==> src/hdl/mexp_pkg.sv <==
// ----------------------------------------------------------------------------
// mexp_pkg: shared constants for the modular exponentiation block
// Default operand width and the reset value of the modulus register.
// ----------------------------------------------------------------------------
package mexp_pkg;

   localparam int OPERAND_WIDTH_DEFAULT = 31;

   localparam logic [30:0] MODULUS_RESET = 31'h7FFF_FFFF;

endpackage

==> src/hdl/modular_exponentiation.sv <==
// ----------------------------------------------------------------------------
// modular_exponentiation: base ^ exponent mod modulus
// Right-to-left binary square-and-multiply over one serial modular multiplier.
// ----------------------------------------------------------------------------
// Usage: a request transaction on req_ carries base and exponent; one response
// transaction on rsp_ returns residue. The modulus is written through csr_wr_en
// and csr_wr_data; the user must write it only while no request is in
// progress, which the block itself does not enforce. It resets to 2^31 - 1.
// The block takes one request at a time and holds req_ready low until the
// response has been taken. With W = OPERAND_WIDTH, the base is first reduced,
// then each of the W exponent bits is scanned; a bit of one multiplies the
// square into the accumulator, and the square is squared for every bit. Each
// step runs on the bit-serial multiplier, which retires one multiplier bit
// per cycle.
// A result waits in the output register while rsp_ready is low; a stalled
// receiver simply delays the return to idle. Reset abandons any request in
// progress and restores the modulus to its reset value. A modulus of zero
// yields a residue of zero.
// ----------------------------------------------------------------------------
module modular_exponentiation #(
   parameter int OPERAND_WIDTH = mexp_pkg::OPERAND_WIDTH_DEFAULT
) (
   input  logic                     clock,
   input  logic                     reset,
   input  logic                     req_valid,
   output logic                     req_ready,
   input  logic [OPERAND_WIDTH-1:0] req_base,
   input  logic [OPERAND_WIDTH-1:0] req_exponent,
   output logic                     rsp_valid,
   input  logic                     rsp_ready,
   output logic [OPERAND_WIDTH-1:0] rsp_residue,
   input  logic                     csr_wr_en,
   input  logic [OPERAND_WIDTH-1:0] csr_wr_data
);
   import mexp_pkg::*;

   localparam int W     = OPERAND_WIDTH;
   localparam int IDX_W = $clog2(W + 1);

   typedef enum logic [2:0] {
      S_IDLE,
      S_REDUCE,
      S_SCAN,
      S_ACC,
      S_SQR,
      S_RESULT
   } state_type;

   state_type        state_ff;
   logic [W-1:0]     modulus_ff;
   logic [W-1:0]     exp_ff;
   logic [W-1:0]     acc_ff;
   logic [W-1:0]     sq_ff;
   logic [W-1:0]     residue_ff;
   logic [IDX_W-1:0] idx_ff;
   logic             mul_start_ff;
   logic [W-1:0]     mul_x_ff;
   logic [W-1:0]     mul_y_ff;

   logic         mul_done;
   logic [W-1:0] mul_product;
   logic [W-1:0] one_mod;

   // One reduced by the modulus: zero only for a modulus of one.
   assign one_mod = (modulus_ff == W'(1)) ? '0 : W'(1);

   mexp_modmul #(
      .OPERAND_WIDTH(W)
   ) u_modmul (
      .clock   (clock),
      .reset   (reset),
      .start   (mul_start_ff),
      .x       (mul_x_ff),
      .y       (mul_y_ff),
      .modulus (modulus_ff),
      .done    (mul_done),
      .product (mul_product)
   );

   always_ff @(posedge clock) begin
      if (reset) begin
         modulus_ff <= MODULUS_RESET[W-1:0];
      end else if (csr_wr_en) begin
         modulus_ff <= csr_wr_data;
      end
   end

   always_ff @(posedge clock) begin
      if (reset) begin
         state_ff     <= S_IDLE;
         mul_start_ff <= 1'b0;
      end else begin
         mul_start_ff <= 1'b0;
         case (state_ff)
            S_IDLE: begin
               if (req_valid) begin
                  // The base is reduced by multiplying it by one.
                  exp_ff       <= req_exponent;
                  acc_ff       <= one_mod;
                  idx_ff       <= '0;
                  mul_x_ff     <= one_mod;
                  mul_y_ff     <= req_base;
                  mul_start_ff <= 1'b1;
                  state_ff     <= S_REDUCE;
               end
            end
            S_REDUCE: begin
               if (mul_done) begin
                  sq_ff    <= mul_product;
                  state_ff <= S_SCAN;
               end
            end
            S_SCAN: begin
               if (idx_ff == IDX_W'(W)) begin
                  residue_ff <= (modulus_ff == '0) ? '0 : acc_ff;
                  state_ff   <= S_RESULT;
               end else if (exp_ff[0]) begin
                  mul_x_ff     <= acc_ff;
                  mul_y_ff     <= sq_ff;
                  mul_start_ff <= 1'b1;
                  state_ff     <= S_ACC;
               end else begin
                  mul_x_ff     <= sq_ff;
                  mul_y_ff     <= sq_ff;
                  mul_start_ff <= 1'b1;
                  state_ff     <= S_SQR;
               end
            end
            S_ACC: begin
               if (mul_done) begin
                  acc_ff       <= mul_product;
                  mul_x_ff     <= sq_ff;
                  mul_y_ff     <= sq_ff;
                  mul_start_ff <= 1'b1;
                  state_ff     <= S_SQR;
               end
            end
            S_SQR: begin
               if (mul_done) begin
                  sq_ff    <= mul_product;
                  exp_ff   <= {1'b0, exp_ff[W-1:1]};
                  idx_ff   <= idx_ff + 1'b1;
                  state_ff <= S_SCAN;
               end
            end
            S_RESULT: begin
               if (rsp_ready) begin
                  state_ff <= S_IDLE;
               end
            end
            default: begin
               state_ff <= S_IDLE;
            end
         endcase
      end
   end

   assign req_ready   = (state_ff == S_IDLE);
   assign rsp_valid   = (state_ff == S_RESULT);
   assign rsp_residue = residue_ff;

endmodule

==> src/hdl/mexp_modmul.sv <==
// ----------------------------------------------------------------------------
// mexp_modmul: bit-serial modular multiplier
// Computes (x * y) mod modulus by interleaved shift-and-add, one bit of y per
// cycle, most significant bit first. x must already be below the modulus.
// ----------------------------------------------------------------------------
module mexp_modmul #(
   parameter int OPERAND_WIDTH = mexp_pkg::OPERAND_WIDTH_DEFAULT
) (
   input  logic                     clock,
   input  logic                     reset,
   input  logic                     start,
   input  logic [OPERAND_WIDTH-1:0] x,
   input  logic [OPERAND_WIDTH-1:0] y,
   input  logic [OPERAND_WIDTH-1:0] modulus,
   output logic                     done,
   output logic [OPERAND_WIDTH-1:0] product
);
   import mexp_pkg::*;

   localparam int W     = OPERAND_WIDTH;
   localparam int CNT_W = $clog2(W);

   logic             busy_ff;
   logic             done_ff;
   logic [CNT_W-1:0] count_ff;
   logic [W-1:0]     r_ff, r_in;
   logic [W-1:0]     x_ff;
   logic [W-1:0]     y_ff;

   logic [W+1:0] t, t_m1, t_m2, m1, m2, addend;

   // With r and x both below the modulus, 2r + x stays below three times the
   // modulus, so at most two multiples have to be taken away.
   always_comb begin
      addend = y_ff[W-1] ? {2'b00, x_ff} : '0;
      t      = {1'b0, r_ff, 1'b0} + addend;
      m1     = {2'b00, modulus};
      m2     = {1'b0, modulus, 1'b0};
      t_m1   = t - m1;
      t_m2   = t - m2;
      if (t >= m2) begin
         r_in = t_m2[W-1:0];
      end else if (t >= m1) begin
         r_in = t_m1[W-1:0];
      end else begin
         r_in = t[W-1:0];
      end
   end

   always_ff @(posedge clock) begin
      if (reset) begin
         busy_ff  <= 1'b0;
         done_ff  <= 1'b0;
         count_ff <= '0;
      end else begin
         done_ff <= 1'b0;
         if (start) begin
            busy_ff  <= 1'b1;
            count_ff <= '0;
         end else if (busy_ff) begin
            count_ff <= count_ff + 1'b1;
            if (count_ff == CNT_W'(W - 1)) begin
               busy_ff <= 1'b0;
               done_ff <= 1'b1;
            end
         end
      end
   end

   always_ff @(posedge clock) begin
      if (start) begin
         r_ff <= '0;
         x_ff <= x;
         y_ff <= y;
      end else if (busy_ff) begin
         r_ff <= r_in;
         y_ff <= {y_ff[W-2:0], 1'b0};
      end
   end

   assign done    = done_ff;
   assign product = r_ff;

endmodule

==> config.mk <==
export PLATFORM = sky130hd
export DESIGN_NAME = modular_exponentiation
export DESIGN_NICKNAME = d
export VERILOG_FILES = /design/src/hdl/mexp_pkg.sv /design/src/hdl/modular_exponentiation.sv /design/src/hdl/mexp_modmul.sv
export SDC_FILE = /design/constraint.sdc
export NUM_CORES = 1
export LEC_CHECK = 0
export ABC_AREA = 1
export ABC_CLOCK_PERIOD_IN_PS = 8200
export BUFFER_PORTS_ARGS = -buffer_cell sky130_fd_sc_hd__buf_4
export CAP_MARGIN = 20
export CORE_ASPECT_RATIO = 0.5
export CORE_MARGIN = 4
export CORE_UTILIZATION = 62
export DETAILED_ROUTE_END_ITERATION = 7
export PLACE_DENSITY = 0.81
export SYNTH_ARGS = -nofsm -noshare
export SYNTH_HDL_FRONTEND = slang
export SYNTH_SLANG_ARGS = --single-unit
==> constraint.sdc <==
create_clock -name clock -period 8.2 [get_ports clock]
set_input_delay 0.82 -clock clock [delete_from_list [all_inputs] [get_ports clock]]
set_output_delay 0.82 -clock clock [all_outputs]
set_load 0.005 [all_outputs]
# Yosys cells after proc, flatten, opt, wreduce, memory -nomap -nowiden
# Cells that the tools add are included.
# totals
reg_bits,326
out_inout_bits,33
elab_cells,91
input_bits,98
# classes
eq_ne,14
add_sub_neg,5
muxes,37
magnitude_cmp,2
bitwise_logic,2
reduce_logical,15
# op_table
op,count
$mux W31,14
$pmux W31 S3,2
$pmux W31 S2,2
$sub A31 B31 Y31,2
$add A32 B31 Y33,1
$ge A33 B31 Y1,1
$ge A33 B32 Y1,1
$eq A31 B1 Y1 const B,1
$logic_not A31 Y1,1
$mux W3,6
$pmux W3 S5,1
$reduce_and A4 Y1,3
$add A5 B1 Y5 const B,2
$eq A5 B5 Y1 const B,2
$mux W5,2
$pmux W5 S2,1
$mux W1,8
$ne A2 B1 Y1 const B,4
$eq A3 B2 Y1 const B,2
$eq A3 B3 Y1 const B,2
$reduce_and A3 Y1,2
$reduce_bool A2 Y1,3
$reduce_and A5 Y1,1
$ne A2 B2 Y1 const B,2
7 further kinds,9

# Depth between registers and ports, before layout
# logic_depth
ltp_word,5
depth_mapped,34
mapped_depth_nobuf,33

# Hierarchy
# Synthesis repeated with hierarchy kept, for this count alone.
# unflattened
hier_cells,2540
area_unflattened_um2,19822.8
# modules_own_cells
module,instances,area_per_inst_um2,seq_area_each_um2,cells_each
mexp_modmul,1,10532.6,2622.5,1636
modular_exponentiation,1,9290.2,6436.2,904

# Least setup slack after synthesis
# OpenSTA, ideal clock, no wires.
# synth_path
kind,input to register
from,in reset
to,"reg exp_ff[0], enable pin"
setup_ps,624
stages,2
arrival_ps,6760
path_buffers,1
required_time_ps,7576
setup_slack_ps,816
cell_sequence,clkbuf_1 -> a2111oi_0
# synth_between
elab_chain_cells,2
# synth_lines
element,line,rtl
start: declaration,modular_exponentiation.sv:24,"input logic reset,"
$not A1 Y1 (no source line),-,
$reduce_and A4 Y1 (no source line),-,
end signal: assignment,modular_exponentiation.sv:98,exp_ff <= req_exponent;
end signal: assignment,modular_exponentiation.sv:141,"exp_ff <= {1'b0, exp_ff[W-1:1]};"
end: declaration,modular_exponentiation.sv:51,logic [W-1:0] exp_ff;
# Every way passes these cells.
# A chain may end at the register's enable or synchronous reset.

# Final worst setup path
# layout_path
from,reg u_modmul.y_ff[30]
to,reg u_modmul.r_ff[16] (netlist: u_modmul.product[16])
# layout_between
elab_chain_cells,5
elab_cells_between_ends,8
cone_classes,add/sub: 3; order compare: 2; mux: 3
# layout_lines
element,line,rtl
start: declaration,mexp_modmul.sv:28,logic [W-1:0] y_ff;
start signal: assignment,mexp_modmul.sv:74,y_ff <= y;
start signal: assignment,mexp_modmul.sv:77,"y_ff <= {y_ff[W-2:0], 1'b0};"
$mux W31 (*),mexp_modmul.sv:35,"addend = y_ff[W-1] ? {2'b00, x_ff} : '0;"
$add A32 B31 Y33 (*),mexp_modmul.sv:36,"t = {1'b0, r_ff, 1'b0} + addend;"
$sub A31 B31 Y31 or $ge A33 B31 Y1 (tied branches),"mexp_modmul.sv:39, mexp_modmul.sv:43",
$mux W31,mexp_modmul.sv:43,end else if (t >= m1) begin
$mux W31 (*),mexp_modmul.sv:41,if (t >= m2) begin
end signal: assignment,mexp_modmul.sv:76,r_ff <= r_in;
end: declaration,mexp_modmul.sv:26,"logic [W-1:0] r_ff, r_in;"
# Every way passes the cells marked *; elsewhere a longest branch is shown, timed or not.

==> impl_metrics.tcl <==
set metrics [dict create \
    postCtsResizedCells 0 \
    first_iter_violations 1840 \
    post_synth_main_area_contributors "edfxtp_1 (39%), nand2_1 (12%), dfxtp_1 (7.5%)" \
    post-route-cell-area_um2 21800 \
    power.switching_fraction_pct 51.9 \
    final_hold_viol_count 0 \
    r2r_slack_ns 2.38 \
    rsz0062_at_grt "no" \
    period_share_pct 71.0 \
    finClkSkew_ns 0.0253 \
    drc_errors 0 \
    power_switching_uw 5340 \
    hold_bufs_at_cts 0 \
    synth-edff-count 253 \
    yosysUniqueCellTypes 54 \
    die_area_um2 34600 \
    cp-endpoint "u_modmul.product[16]$_SDFFE_PP0P_" \
    die_w_um 259 \
    average_cell_area_after_synthesis_um2 8.08 \
    critical_path.reg2reg.endpoint "u_modmul.product[16]$_SDFFE_PP0P_" \
    post-place-ws_ns 2.65 \
    cts_post_setup_buffers_inserted 0 \
    post_dp_cell_area_um2 20800 \
    worst_ep_required_time_ns 8.68 \
    number_of_nets_at_the_end_of_the_flow 2715 \
    cts_sinks 326 \
    cts_inserted_buffers 29 \
    antenna_left 0 \
    cp.arrival_ns 6.30 \
    wl_per_cell_um 20.0 \
    syn-num-nets 2614 \
    syn-instance-count 2417 \
    global_route.overflow_total 0 \
    timing.critical_path.to_type "flop" \
    leakage_uw 0.0103 \
    worstSetupStartpoint "u_modmul.y_ff[30]$_DFFE_PP_" \
    worstPathMaxFanout 31 \
    antenna_found_initial 0 \
    clock_insertion_delay_worst_skew_ns 0.60 \
    seq_power_share_pct 26.4 \
    worst_hold_path_type "reg -> reg" \
    grt_pass1_wl_um 88500 \
    initial_utilization_pct 63.6 \
    detail_route.first_pass.iterations 6 \
    cell_internal_pwr_uw 4950 \
    worst_pin_slew_ns 1.04 \
    std_cell_rows 45 \
    worst_slew_margin_rel_pct 30.8 \
    finalMaxSlewViolations 0 \
    die-height_um 133 \
    maxClockFrequency_mhz 172 \
    i_o_pins 131 \
    syn_area_um2 19500 \
    max-clock-path-buffers 3 \
    synth_top_area_cell "edfxtp_1" \
    ir_worst_vdd_v 0.000412 \
    ys_ff_latch 326 \
    floorplan.core_area_um2 30700 \
    finalWirelength_um 59100 \
    reg2reg_from "u_modmul.y_ff[30]$_DFFE_PP_" \
    layout_commonest_cell "nand2_1" \
    numPortBuffers 130 \
    power_density_nw_per_um2 473 \
    crit_path_start_kind "flop" \
    p_comb_share_pct 60.3 \
    status "complete, no violations" \
    setup.worst_path.class "reg -> reg" \
    clock-root-buffer "clkbuf_16" \
    finalSetupViolations 0 \
    most-common-layout-cells "nand2_1 (645), inv_1 (342), edfxtp_1 (253)" \
    clk_pin_slew_ns 0.07 \
    tritoncts "yes" \
    groute.usage.overall_pct 33.2 \
    maximum_number_of_pins_on_one_net_before_global_route_repair 70 \
    num_antenna_cells 0 \
    timing.setup.tns_ns 0 \
    dominantRegCellSynth "edfxtp_1" \
    gpl.final_weighted_congestion 1.03 \
    via_count 17200 \
    dp_hpwl_um 44900 \
    avgViaCountPerCell 5.80 \
    clock_tree.htree_level_count 1 \
    timing.final.crit_period_ns 5.82 \
    share_clk_of_total_power_pct 13.3 \
    synthToLayoutAreaGrowth_pct 11.4 \
    synth_top_area_share_pct 38.9 \
    number_of_global_route_vias_before_repair 15800 \
    synth-seq-area-share_pct 46.4 \
    worst_slack_setup_final_ns 2.38 \
    cap_viol_max_count 0 \
    drive_gt1_share_pct 10.4 \
    async_reset_ff_share_pct 0 \
    ff2ff_path_depth 22 \
    totalPowerFinal_uw 10300 \
    synth-warning-count 0 \
]
-- per-layer routing --
layer	vias to the layer above	wire (um)	GRT usage, %
li1	8192	-	-
met2	863	24400	47.1
met1	8068	25800	51.0
met3	77	7760	9.52
met5	-	0	0
met4	0	1200	6.65
-- cell families (layout without fill, tap and decap cells) --
kind of cell / count (synthesis) / count (layout) / synth area share (%)
simple gates: 1058 / 1058 / 22.7
compound gates: 439 / 439 / 12.7
buf+inv: 430 / 554 / 8.84
flops: 326 / 326 / 46.4
fa+ha+maj: 99 / 99 / 6.46
xor+xnor: 65 / 65 / 2.92
-- cells in the mapped netlist (9+ instances only) --
cell / count
a21o_1: 11
a21oi_1: 167
a21oi_2: 24
buf_6: 13
clkbuf_1: 57
dfxtp_1: 73
edfxtp_1: 253
ha_1: 96
inv_1: 342
nand2_1: 645
nand2_2: 13
nand3_1: 91
nand4_1: 52
nor2_1: 200
nor3_1: 20
o21ai_0: 179
o21bai_1: 14
o32ai_1: 9
xnor2_1: 20
xor2_1: 45
-- how the worst min path moves through the flow --
stage | cells past startpoint | end | from | slack, ns
2_1_floorplan | 0 | u_modmul.x_ff[0]$_DFFE_PP_ | mul_x_ff[0]$_DFFE_PP_ | 0.40
3_3_place_gp | 0 | u_modmul.x_ff[2]$_DFFE_PP_ | mul_x_ff[2]$_DFFE_PP_ | 0.40
3_5_place_dp | 0 | u_modmul.x_ff[18]$_DFFE_PP_ | mul_x_ff[18]$_DFFE_PP_ | 0.41
4_1_cts | 0 | u_modmul.x_ff[21]$_DFFE_PP_ | mul_x_ff[21]$_DFFE_PP_ | 0.42
5_1_grt | 0 | u_modmul.x_ff[11]$_DFFE_PP_ | mul_x_ff[11]$_DFFE_PP_ | 0.42
6_report | 0 | u_modmul.x_ff[21]$_DFFE_PP_ | mul_x_ff[21]$_DFFE_PP_ | 0.42
-- worst max-delay path, stage by stage (launching register included) --
cell,delay [ns]
edfxtp_1,1.01
nand2_1,0.22
inv_1,0.17
ha_1,0.23
nand2_1,0.14
nor2_1,0.19
nand2_1,0.09
or2_1,0.23
nand3_1,0.11
a21oi_1,0.09
xnor2_1,0.62
ha_1,0.43
a21o_1,0.22
a21boi_0,0.19
nand2_1,0.10
a21oi_1,0.12
nand2_1,0.14
nand2_1,0.10
nand2_2,0.07
nand2_1,0.06
nand2_1,0.59
a21oi_1,0.48
a21oi_2,0.09
-- stage by stage --
stage / hold WS, ns / util [%] / std cells
detailed placement: 0.406 / 67.8 / 2909
global placement: 0.401 / 67.8 / 2909
CTS: 0.421 / 70.8 / 2963
floorplan: 0.400 / - / 2417
global route: 0.422 / 70.9 / 2964
finish: 0.421 / 70.9 / 2964
-- final cells by class --
class                           count  area [um^2]
Clock inverter                     20          178
Clock buffer                       34          754
Sequential cell                   326         9060
Multi-Input combinational cell   1661         8790
Tap cell                          423          529
Fill cell                        2452         8930
Inverter                          354         1330
Timing Repair Buffer              146         1120
-- sequential cells by signal, indices dropped and copies added (netlist names), 31 cells and up --
name / cells
acc_ff: 31
exp_ff: 31
modulus_ff: 31
mul_x_ff: 31
mul_y_ff: 31
rsp_residue: 31
sq_ff: 31
u_modmul.product: 31
u_modmul.x_ff: 31
u_modmul.y_ff: 31
-- power by group through the flow --
| stage | Combinational, uW | Sequential (uW) | Clock (uW) |
|---|---|---|---|
| 6_report | 6210 | 2710 | 1370 |
| 3_5_place_dp | 5890 | 2740 | 0 |
| 2_1_floorplan | 4220 | 2630 | 0 |
| 5_1_grt | 6730 | 2740 | 1450 |
| 4_1_cts | 5930 | 2710 | 1370 |
| 3_3_place_gp | 5850 | 2720 | 0 |
(Power assumes the default switching activity.)
